`config.mk`:
```
export PLATFORM = sky130hd
export DESIGN_NAME = preemptive_priority_aging_scheduler_unit
export DESIGN_NICKNAME = d
export VERILOG_FILES = /design/src/hdl/ppas_pkg.sv /design/src/hdl/ppas_div.sv /design/src/hdl/preemptive_priority_aging_scheduler_unit.sv
export SDC_FILE = /design/constraint.sdc
export NUM_CORES = 2
export LEC_CHECK = 0
export BUFFER_PORTS_ARGS = -buffer_cell sky130_fd_sc_hd__buf_2
export CAP_MARGIN = 20
export CORE_MARGIN = 3
export CORE_UTILIZATION = 50
export CTS_BUF_LIST = sky130_fd_sc_hd__clkbuf_2
export CTS_CLUSTER_SIZE = 24
export DETAILED_ROUTE_END_ITERATION = 10
export PLACE_DENSITY_LB_ADDON = 0.08
export RECOVER_POWER = 25
export SLEW_MARGIN = 5
export SYNTH_ARGS = -nofsm -noshare
export SYNTH_HDL_FRONTEND = slang
export SYNTH_SLANG_ARGS = --single-unit
```
`constraint.sdc`:
```
create_clock -name clk -period 29.1 [get_ports clk]
set_input_delay 2.91 -clock clk [delete_from_list [all_inputs] [get_ports clk]]
set_output_delay 2.91 -clock clk [all_outputs]
set_load 0.1 [all_outputs]
```
`src/hdl/ppas_pkg.sv`:
```
// Package for the priority aging scheduler: widths, codes and shared types.
// No dependencies.
package ppas_pkg;
  localparam int MaxProcs = 16;
  localparam int IdxW = $clog2(MaxProcs);
  localparam int CntW = $clog2(MaxProcs + 1);
  localparam int TimeW = 24;

  typedef enum logic [1:0] {
    OP_LOAD  = 2'd0,
    OP_SCHED = 2'd1,
    OP_CLEAR = 2'd2,
    OP_NOP   = 2'd3
  } op_t;

  typedef struct packed {
    logic start;
    logic [TimeW:0] dividend;
    logic [15:0] divisor;
  } div_req_t;

  typedef struct packed {
    logic done;
    logic [TimeW:0] quotient;
  } div_rsp_t;
endpackage

```
`src/hdl/ppas_div.sv`:
```
// Serial restoring divider, one quotient bit per cycle.
// Depends on ppas_pkg.
module ppas_div (
  input  logic clk,
  input  logic rst_n,
  input  ppas_pkg::div_req_t req,
  output ppas_pkg::div_rsp_t rsp
);
  import ppas_pkg::*;
  localparam int W = TimeW + 1;

  logic [W-1:0] q_r, q_nxt;
  logic [W:0] rem_r, rem_nxt;
  logic [15:0] dvs_r;
  logic [$clog2(W+1)-1:0] cnt_r;
  logic busy_r, done_r;
  logic [W:0] shifted;

  always_comb begin
    shifted = {rem_r[W-1:0], q_r[W-1]};
    q_nxt = {q_r[W-2:0], 1'b0};
    rem_nxt = shifted;
    if (shifted >= {{(W-15){1'b0}}, dvs_r}) begin
      rem_nxt = shifted - {{(W-15){1'b0}}, dvs_r};
      q_nxt[0] = 1'b1;
    end
  end

  always_ff @(posedge clk) begin
    if (!rst_n) begin
      busy_r <= 1'b0;
      done_r <= 1'b0;
      cnt_r <= '0;
    end else begin
      done_r <= 1'b0;
      if (req.start) begin
        busy_r <= 1'b1;
        cnt_r <= '0;
        q_r <= req.dividend;
        rem_r <= '0;
        dvs_r <= req.divisor;
      end else if (busy_r) begin
        q_r <= q_nxt;
        rem_r <= rem_nxt;
        cnt_r <= cnt_r + 1'b1;
        if (cnt_r == ($clog2(W+1))'(W - 1)) begin
          busy_r <= 1'b0;
          done_r <= 1'b1;
        end
      end
    end
  end

  assign rsp.done = done_r;
  assign rsp.quotient = q_r;
endmodule

```
`src/hdl/preemptive_priority_aging_scheduler_unit.sv`:
```
// Preemptive priority scheduler with aging, one time unit per schedule transaction.
// Load, clear and no-op transactions are handled in the idle state. A schedule transaction
// scans every loaded entry; arrived entries go through one shared serial divider when aging
// is on; a time jump adds a rescan. The next transaction waits for the result.
// Reset (rst_n low, synchronous) empties the table, zeroes time and counters;
// the aging divisor resets to zero. Depends on ppas_pkg and ppas_div.
module preemptive_priority_aging_scheduler_unit (
  input  logic clk,
  input  logic rst_n,
  input  logic in_tvalid,
  output logic in_tready,
  // tuser: operation[1:0]
  input  logic [1:0] in_tuser,
  // tdata: pid[7:0], arrival[23:8], burst[39:24], priority_req[47:40]
  input  logic [47:0] in_tdata,
  output logic out_tvalid,
  input  logic out_tready,
  // tdata: ran, run_pid, slot_start, switched, switch_count, finished,
  // turnaround, waiting, response, all_done[131] (lowest first)
  output logic [135:0] out_tdata,
  input  logic cfg_we,
  input  logic [15:0] cfg_wdata
);
  import ppas_pkg::*;

  typedef enum logic [2:0] {
    S_IDLE, S_SCAN, S_DIV, S_CMP, S_JUMP, S_RUN, S_OUT
  } state_t;

  state_t state_r;
  logic [15:0] aging_r;
  logic [15:0] arr_r [MaxProcs];
  logic [15:0] bur_r [MaxProcs];
  logic [15:0] rem_r [MaxProcs];
  logic [7:0]  pri_r [MaxProcs];
  logic [7:0]  lbl_r [MaxProcs];
  logic        st_r  [MaxProcs];
  logic [TimeW-1:0] resp_r [MaxProcs];
  logic [CntW-1:0] count_r;
  logic [TimeW-1:0] time_r, sw_total_r;
  logic [7:0] last_r;
  logic last_valid_r;

  logic [CntW-1:0] i_r;
  logic [IdxW-1:0] best_r;
  logic found_r, pend_r, jumped_r;
  logic signed [TimeW+2:0] best_pr_r, eff_r;
  logic [15:0] earliest_r;
  logic [135:0] out_r;
  logic out_valid_r;

  div_req_t dreq;
  div_rsp_t drsp;
  ppas_div u_div (.clk(clk), .rst_n(rst_n), .req(dreq), .rsp(drsp));

  logic [IdxW-1:0] ix;
  logic signed [TimeW+2:0] wait_s;
  logic elig, pend_i;
  logic signed [TimeW+2:0] qv, eff_c;
  logic sw_c;
  logic [135:0] rpt_c;
  op_t op;

  assign op = op_t'(in_tuser);
  assign ix = i_r[IdxW-1:0];
  assign in_tready = (state_r == S_IDLE) && !out_valid_r;
  assign out_tvalid = out_valid_r;
  assign out_tdata = out_r;

  always_comb begin
    wait_s = $signed({3'b0, time_r}) - $signed({11'b0, arr_r[ix]})
           - ($signed({11'b0, bur_r[ix]}) - $signed({11'b0, rem_r[ix]}));
    elig = (rem_r[ix] != 16'd0) && ({8'd0, arr_r[ix]} <= time_r);
    pend_i = rem_r[ix] != 16'd0;
    dreq.start = 1'b0;
    dreq.dividend = wait_s[TimeW:0];
    dreq.divisor = aging_r;
    if (state_r == S_SCAN && i_r < count_r && elig && aging_r != 16'd0 && wait_s > 0)
      dreq.start = 1'b1;
    qv = $signed({2'b0, drsp.quotient});
    eff_c = $signed({19'b0, pri_r[ix]}) - qv;
    if (eff_c < -27'sd1000) eff_c = -27'sd1000;
  end

  always_comb begin
    sw_c = last_valid_r && last_r != lbl_r[best_r];
    rpt_c = '0;
    rpt_c[32:9] = time_r;
    if (!found_r) begin
      rpt_c[57:34] = sw_total_r;
      rpt_c[131] = 1'b1;
    end else begin
      rpt_c[0] = 1'b1;
      rpt_c[8:1] = lbl_r[best_r];
      rpt_c[33] = sw_c;
      rpt_c[57:34] = sw_total_r + TimeW'(sw_c);
      if (rem_r[best_r] == 16'd1) begin
        rpt_c[58] = 1'b1;
        rpt_c[82:59] = time_r + 1'b1 - {8'd0, arr_r[best_r]};
        rpt_c[106:83] = time_r + 1'b1 - {8'd0, arr_r[best_r]}
                      - {8'd0, bur_r[best_r]};
        rpt_c[130:107] = st_r[best_r] ? resp_r[best_r]
                       : time_r - {8'd0, arr_r[best_r]};
      end
    end
  end

  always_ff @(posedge clk) begin
    if (!rst_n) begin
      state_r <= S_IDLE;
      aging_r <= '0;
      count_r <= '0;
      time_r <= '0;
      sw_total_r <= '0;
      last_r <= '0;
      last_valid_r <= 1'b0;
      out_valid_r <= 1'b0;
    end else begin
      if (cfg_we) aging_r <= cfg_wdata;
      if (out_valid_r && out_tready) out_valid_r <= 1'b0;
      unique case (state_r)
        S_IDLE: begin
          if (in_tvalid && in_tready) begin
            unique case (op)
              OP_LOAD: begin
                if (count_r < CntW'(MaxProcs)) begin
                  lbl_r[count_r[IdxW-1:0]] <= in_tdata[7:0];
                  arr_r[count_r[IdxW-1:0]] <= in_tdata[23:8];
                  bur_r[count_r[IdxW-1:0]] <= in_tdata[39:24];
                  rem_r[count_r[IdxW-1:0]] <= in_tdata[39:24];
                  pri_r[count_r[IdxW-1:0]] <= in_tdata[47:40];
                  st_r[count_r[IdxW-1:0]] <= 1'b0;
                  resp_r[count_r[IdxW-1:0]] <= '0;
                  count_r <= count_r + 1'b1;
                end
              end
              OP_CLEAR: begin
                count_r <= '0;
                time_r <= '0;
                sw_total_r <= '0;
                last_r <= '0;
                last_valid_r <= 1'b0;
              end
              OP_SCHED: begin
                i_r <= '0;
                found_r <= 1'b0;
                pend_r <= 1'b0;
                jumped_r <= 1'b0;
                state_r <= S_SCAN;
              end
              default: ;
            endcase
          end
        end
        S_SCAN: begin
          if (i_r >= count_r) begin
            state_r <= (found_r || jumped_r) ? S_RUN : S_JUMP;
          end else begin
            if (pend_i && (!pend_r || arr_r[ix] < earliest_r)) begin
              pend_r <= 1'b1;
              earliest_r <= arr_r[ix];
            end
            if (!elig) begin
              i_r <= i_r + 1'b1;
            end else if (dreq.start) begin
              state_r <= S_DIV;
            end else begin
              eff_r <= $signed({19'b0, pri_r[ix]});
              state_r <= S_CMP;
            end
          end
        end
        S_DIV: begin
          if (drsp.done) begin
            eff_r <= eff_c;
            state_r <= S_CMP;
          end
        end
        S_CMP: begin
          if (!found_r || eff_r < best_pr_r ||
              (eff_r == best_pr_r && arr_r[ix] < arr_r[best_r])) begin
            found_r <= 1'b1;
            best_r <= ix;
            best_pr_r <= eff_r;
          end
          i_r <= i_r + 1'b1;
          state_r <= S_SCAN;
        end
        S_JUMP: begin
          jumped_r <= 1'b1;
          if (pend_r) begin
            time_r <= {8'd0, earliest_r};
            i_r <= '0;
            pend_r <= 1'b0;
            state_r <= S_SCAN;
          end else begin
            state_r <= S_RUN;
          end
        end
        S_RUN: begin
          out_r <= rpt_c;
          if (!found_r) begin
            out_valid_r <= 1'b1;
            state_r <= S_IDLE;
          end else begin
            if (sw_c)
              sw_total_r <= sw_total_r + 1'b1;
            if (!st_r[best_r]) begin
              st_r[best_r] <= 1'b1;
              resp_r[best_r] <= time_r - {8'd0, arr_r[best_r]};
            end
            last_r <= lbl_r[best_r];
            last_valid_r <= 1'b1;
            time_r <= time_r + 1'b1;
            rem_r[best_r] <= rem_r[best_r] - 1'b1;
            i_r <= '0;
            pend_r <= 1'b0;
            state_r <= S_OUT;
          end
        end
        S_OUT: begin
          if (i_r >= count_r) begin
            out_r[131] <= !pend_r;
            out_valid_r <= 1'b1;
            state_r <= S_IDLE;
          end else begin
            if (pend_i) pend_r <= 1'b1;
            i_r <= i_r + 1'b1;
          end
        end
        default: state_r <= S_IDLE;
      endcase
    end
  end

  assert property (@(posedge clk) disable iff (!rst_n)
    (state_r != S_IDLE) |-> !in_tready) else $error("ready while busy");
  assert property (@(posedge clk) disable iff (!rst_n)
    (count_r <= CntW'(MaxProcs))) else $error("table overflow");
  assert property (@(posedge clk) disable iff (!rst_n)
    (state_r == S_DIV) |=> (state_r == S_DIV || state_r == S_CMP))
    else $error("divider wait left early");
endmodule

```
## Word-level counts from Yosys, hierarchy flattened

Memory sizes are Yosys's and may differ from the RTL's. A register that Yosys moved wholly into a read port is not among the register bits.
Index checks and enable logic that the tools add are counted.

| word-level totals | value |
|---|---|
| memories | 7 |
| RAM bits | 1424 |
| word-level logic and storage cells | 254 |
| flip-flop bits (word level) | 369 |

Memories:

| memory | words | bits a word | rd ports | clocked after memory_dff | wr ports | line | text |
|---|---|---|---|---|---|---|---|
| resp_r | 16 | 24 | 1 | 1 | 1 | preemptive_priority_aging_scheduler_unit.sv:38 | `logic [TimeW-1:0] resp_r [MaxProcs];` |
| arr_r | 16 | 16 | 2 | 2 | 1 | preemptive_priority_aging_scheduler_unit.sv:32 | `logic [15:0] arr_r [MaxProcs];` |
| bur_r | 16 | 16 | 2 | 2 | 1 | preemptive_priority_aging_scheduler_unit.sv:33 | `logic [15:0] bur_r [MaxProcs];` |
| rem_r | 16 | 16 | 2 | 2 | 1 | preemptive_priority_aging_scheduler_unit.sv:34 | `logic [15:0] rem_r [MaxProcs];` |
| lbl_r | 16 | 8 | 1 | 1 | 1 | preemptive_priority_aging_scheduler_unit.sv:36 | `logic [7:0] lbl_r [MaxProcs];` |
| pri_r | 16 | 8 | 1 | 1 | 1 | preemptive_priority_aging_scheduler_unit.sv:35 | `logic [7:0] pri_r [MaxProcs];` |
| 1 more memories | n/a | n/a | n/a | n/a | n/a | n/a |  |

| operators by class | value |
|---|---|
| order comparisons | 10 |
| bitwise operators | 3 |
| mux-type cells | 108 |
| eq/ne operators | 30 |
| add/sub/neg operators | 15 |
| reductions and logical operators | 55 |

Operators with widths:

| kind | count |
|---|---|
| $mux 24 | 9 |
| $mux 27 | 5 |
| $mux 25 | 4 |
| $pmux 24 s3 | 1 |
| $sub 24x16->24 | 3 |
| $pmux 27 s2 | 1 |
| $add 24x1->24 const B | 2 |
| $mux 4 | 12 |
| $pmux 24 s2 | 1 |
| $mux 1 | 45 |
| $mux 5 | 8 |
| $lt 16x16->1 | 2 |
| $reduce_bool 16->1 | 2 |
| $pmux 5 s6 | 1 |
| $eq 27x27->1 | 1 |
| $lt 27x27->1 | 1 |
| $ge 26x16->1 | 1 |
| $gt 26x1->1 const B | 1 |
| $lt 26x11->1 const B | 1 |
| $sub 25x17->26 | 1 |
| $sub 8x25->26 | 1 |
| $sub 24x16->25 | 1 |
| $sub 25x16->25 | 1 |
| $add 24x1->24 | 1 |
| 47 further kinds | 115 |

## Longest topological paths before layout

| logic depth | value |
|---|---|
| word-level depth | 10 |
| gate-level depth with buffers | 35 |
| depth with buffers taken out | 28 |

## Hierarchy

From an unflattened synthesis, not the netlist that was laid out.

| second synthesis, totals | value |
|---|---|
| cell total of the unflattened synthesis | 5041 |
| area, all modules | 84482.3 um^2 |

By module, submodules not included:

| module | area each (um^2) | times used | cells each | seq. area each (um^2) |
|---|---|---|---|---|
| preemptive_priority_aging_scheduler_unit | 80280.7 | 1 | 4666 | 50928.8 |
| ppas_div | 4201.5 | 1 | 375 | 2122.0 |

## Worst setup path before layout

No wires, ideal clock.

| path | value |
|---|---|
| path kind | register -> register |
| start | reg with a tool-made name |
| end | reg eff_r[0], enable pin |
| cell stages (with the launch flop) | 35 |
| library setup time | 0.442 ns |
| data required time | 28.658 ns |
| arrival time | 9.387 ns |
| slack | 19.272 ns |
| period minus slack after synthesis | 9.828 ns |
| cell sequence | dfxtp_1 -> buf_6 -> buf_6 -> buf_2 -> buf_4 -> buf_1 -> buf_1 -> mux4_2 -> mux4_2 -> inv_1 -> ha_1 -> inv_1 -> fa_1 -> a21o_1 -> a21oi_1 -> o21bai_1 -> a21oi_1 -> o21bai_1 -> a41oi_1 -> a21oi_1 -> a221o_1 -> nand3_1 -> nand2_1 -> ha_1 -> a21oi_1 -> o21ai_0 -> a21oi_1 -> o21ai_0 -> o21ba_2 -> xnor2_1 -> nor4_1 -> nand4_1 -> o21ai_2 -> nand2_2 -> nor3_1 |

RTL lines:

| what | line | text |
|---|---|---|
| end signal: assignment | preemptive_priority_aging_scheduler_unit.sv:168 | `eff_r <= $signed({19'b0, pri_r[ix]});` |
| end: declaration | preemptive_priority_aging_scheduler_unit.sv:47 | `logic signed [TimeW+2:0] best_pr_r, eff_r;` |

==> reports/metrics.cfg <==
[power_and_ir_drop]
vdd_drop_max_mv=0.0596
leakage_nw=31.7
finalPower_mw=5.35
p_per_area_nw_per_um2=58.4

[status]
status=finished with violations
violations=capacitance limit, slew limit

[layout]
num-nets-final=5822
syn2layout_area_growth_pct=9.40
drive_gt1_frac=0.297
fin_cells=8079
utilization=0.553

[route]
wl_per_cell_um=28.6
drt_iter0_drc=5182
drc=0
vias=49600
via_per_inst=6.14
drt_pre_antenna_iters=6
antenna_left=0
routed_wl_um=231000

[job]
cap_violations=4

[setup_path]
crit_path_end_kind=register
critical-path-max-stage-delay_ns=5.72
cp_common_cell=nand2_1
regToRegEndpoint=u_div.q_r[19]
critPathSlowestCell=clkbuf_1
cp.required_ns=30.56
r2r_cells=27
crit_path_max_fanout=116
critPathArrivalTime_ns=17.58
crit_type=register to register
crit_end=u_div.q_r[19]
r2r_setup_slack_ns=12.98
start_kind=register

[place]
port_buffers=204
hpwlAfterDp_um=141000
place_inst=7251
gp_congestion=0.848

[sta]
slew_headroom=-4.38
rsz0062_at_grt=false
fin_tns_setup_ns=0
clock_skew_ns=0.256
worstMarginPinSlew_ns=8.06
fmax_mhz=62.1
fin_crit_ns=16.12
post-route-period-util=0.554
setup_viol=0
slew_violations=232
hold_violations=0

[synthesis]
synth.distinct_cells=95
synth_top_family_by_area=multiplexers
ys.flop_type=edfxtp_1
synth-edff-count=1702
synth.mux.area_fraction=0.185
synth-compound-area-share=0.0459
synth_top_area_cell=edfxtp_1
yosysSeqAreaShare=0.633
synth_xor_area_frac=0.0239
yosys.area.top_type_share=0.610
synth_area_per_cell_sq_um=16.8
netlist_instances=4992
ys_warn_count=0
syn-cell-area_sq_um=83800
synthAdderAreaFrac=0.0324
yosys.area_share.simple=0.0589
synth_area_leaders=edfxtp_1 61%, mux4_2 18%, ha_1 3.0%, dfxtp_1 2.3%, nor2_1 1.6%
synth-seq-cells=1799
async_flop_share=0

[clocking]
cts_resized=0
cts.sinks=1799
htree_num_levels=5
cts_inserted_buffers=468
clk_latency_ns=1.96
clk_pin_slew_ns=0.10
holdBufCountCts=0
cts_tree=done
clk_path_buf_depth=4
post-cts-setup-buffer-count=0
clk_root_buffer_cell=clkbuf_2

[die]
core_sq_um=166000
boundaryPins=209
die_h_um=415
row_count=149
initial_core_util=0.505
die_w_um=415
die_area_sq_um=173000

[hold_path]
min_path_type=register to register
hold_depth=0

[global_routing]
grt_max_degree=117
grt_antenna_before_repair=16
first_global_vias=50100
grt.overflow.total=0
grt_usage=0.268
grt_pass1_wl_um=337000

==> cell usage after synthesis (26+ instances only) <==
cell and n:
mux4_2 667, and2_1 52, xor2_1 94, nor2_1 346, o21ai_0 118, mux2i_1 35
inv_1 181, a21oi_1 169, a211oi_1 26, dfxtp_1 97, nand4_1 45, or3_1 29
nand3_1 81, nor3_1 76, buf_1 31, o21a_1 35, clkbuf_1 162, nand2_1 205
a21o_1 46, xnor2_1 135, edfxtp_1 1702, a31oi_1 29, ha_1 204, buf_2 37
nor2b_1 60
==> through the flow <==
stage	hold slack (ns)	worst slack [ns]	cell area (sq um)
floorplan	0.406	19.27	83800
CTS	0.459	19.24	91700
finish	0.455	12.98	91700
detailed placement	0.443	19.38	87700
global route	0.461	12.24	91600
global placement	0.436	19.41	87700
==> sequential cells by signal (all words and copies together), names as in the netlist, 3 cells and up, named ones only <==
signal       flops
out_tdata      132
best_pr_r       26
rem_r          256
u_div.cnt_r      5
lbl_r          128
last_r           8
count_r          5
pri_r          128
bur_r          256
eff_r           26
state_r          3
resp_r         384
best_r           4
arr_r          256
u_div.dvs_r     16
u_div.q_r       25
earliest_r      16
i_r              5
time_r          24
u_div.rem_r     25
st_r            16
sw_total_r      24
aging_r         16
==> cell type report <==
class	instances	area, sq um
repair buffers	323	1870
fillers	13400	74100
diodes	21	52.6
multi-input cells	2763	29200
flip-flops and latches	1799	53100
clock buffers	677	3390
well taps	2189	2740
inverters	184	691
clock inverters	123	591
==> cells by family (layout without fill, tap and decap cells) <==
logic type	Yosys count	in the layout
AOI/OAI and AO/OA	591	591
xor gates and xnor gates	229	229
adders and majority gates	212	212
buffers and inverters	433	1307
DFF	1799	1799
muxes	710	710
other	1	25
and+or+nand+nor	1017	1017
==> cells in the final DEF, fill, tap and decap left out, types with 12 or more instances in the layout <==
cell type  instances
clkbuf_1          55
nand2b_1          22
xnor2_1          135
nor2_4            30
o21ai_0          117
xor2_1            94
nor3_1            74
or2_2             12
a221oi_1          15
or3_1             29
diode_2           21
clkbuf_2         677
mux4_2           667
nand2_1          204
clkinv_2          12
o21a_1            35
nand3_1           80
buf_4            108
inv_1            182
a21oi_1          169
and3_1            22
nor4_1            19
nor2_2            13
mux2i_1           35
a22o_1            23
clkinv_1         104
a31oi_1           29
ha_1             204
a211oi_1          24
a21o_1            46
nand4_1           45
and2_1            35
and2_4            16
o21bai_1          13
dfxtp_1           90
buf_2            156
nor2b_1           60
nor2_1           313
edfxtp_1        1702
==> worst min-delay path by stage <==
stage | startpoint | end | slack [ns]
final | aging_r[12] | u_div.dvs_r[12] | 0.45
after detailed placement | eff_r[0] | best_pr_r[0] | 0.44
after floorplan | time_r[16] | out_tdata[25] | 0.41
after global routing | eff_r[2] | best_pr_r[2] | 0.46
after global placement | eff_r[0] | best_pr_r[0] | 0.44
after CTS | eff_r[6] | best_pr_r[6] | 0.46
==> critical path: cells and delay by family (launching register included) <==
family | cells | cell delay, ns
buffers and inverters | 3 | 6.24
DFF | 1 | 1.73
AOI/OAI and AO/OA | 12 | 3.37
xor gates and xnor gates | 2 | 0.30
and+or+nand+nor | 6 | 1.50
adders and majority gates | 2 | 0.71
muxes | 2 | 1.61
==> report_power, final <==
group / switching (mW) / internal, mW / leakage [nW]
logic: 0.509 / 0.335 / 12.3
clock network: 1.01 / 0.653 / 3.09
registers: 0.0168 / 2.82 / 16.3
==> per-layer routing <==
layer / GRT usage / vias to the layer above / wire [um]
li1: - / 21400 / -
met1: 0.369 / 25600 / 93800
met2: 0.432 / 2129 / 112000
met3: 0.0502 / 432 / 17800
met4: 0.0952 / 10 / 7230
met5: 0 / - / 69
Power figures use the tool's default switching activity.
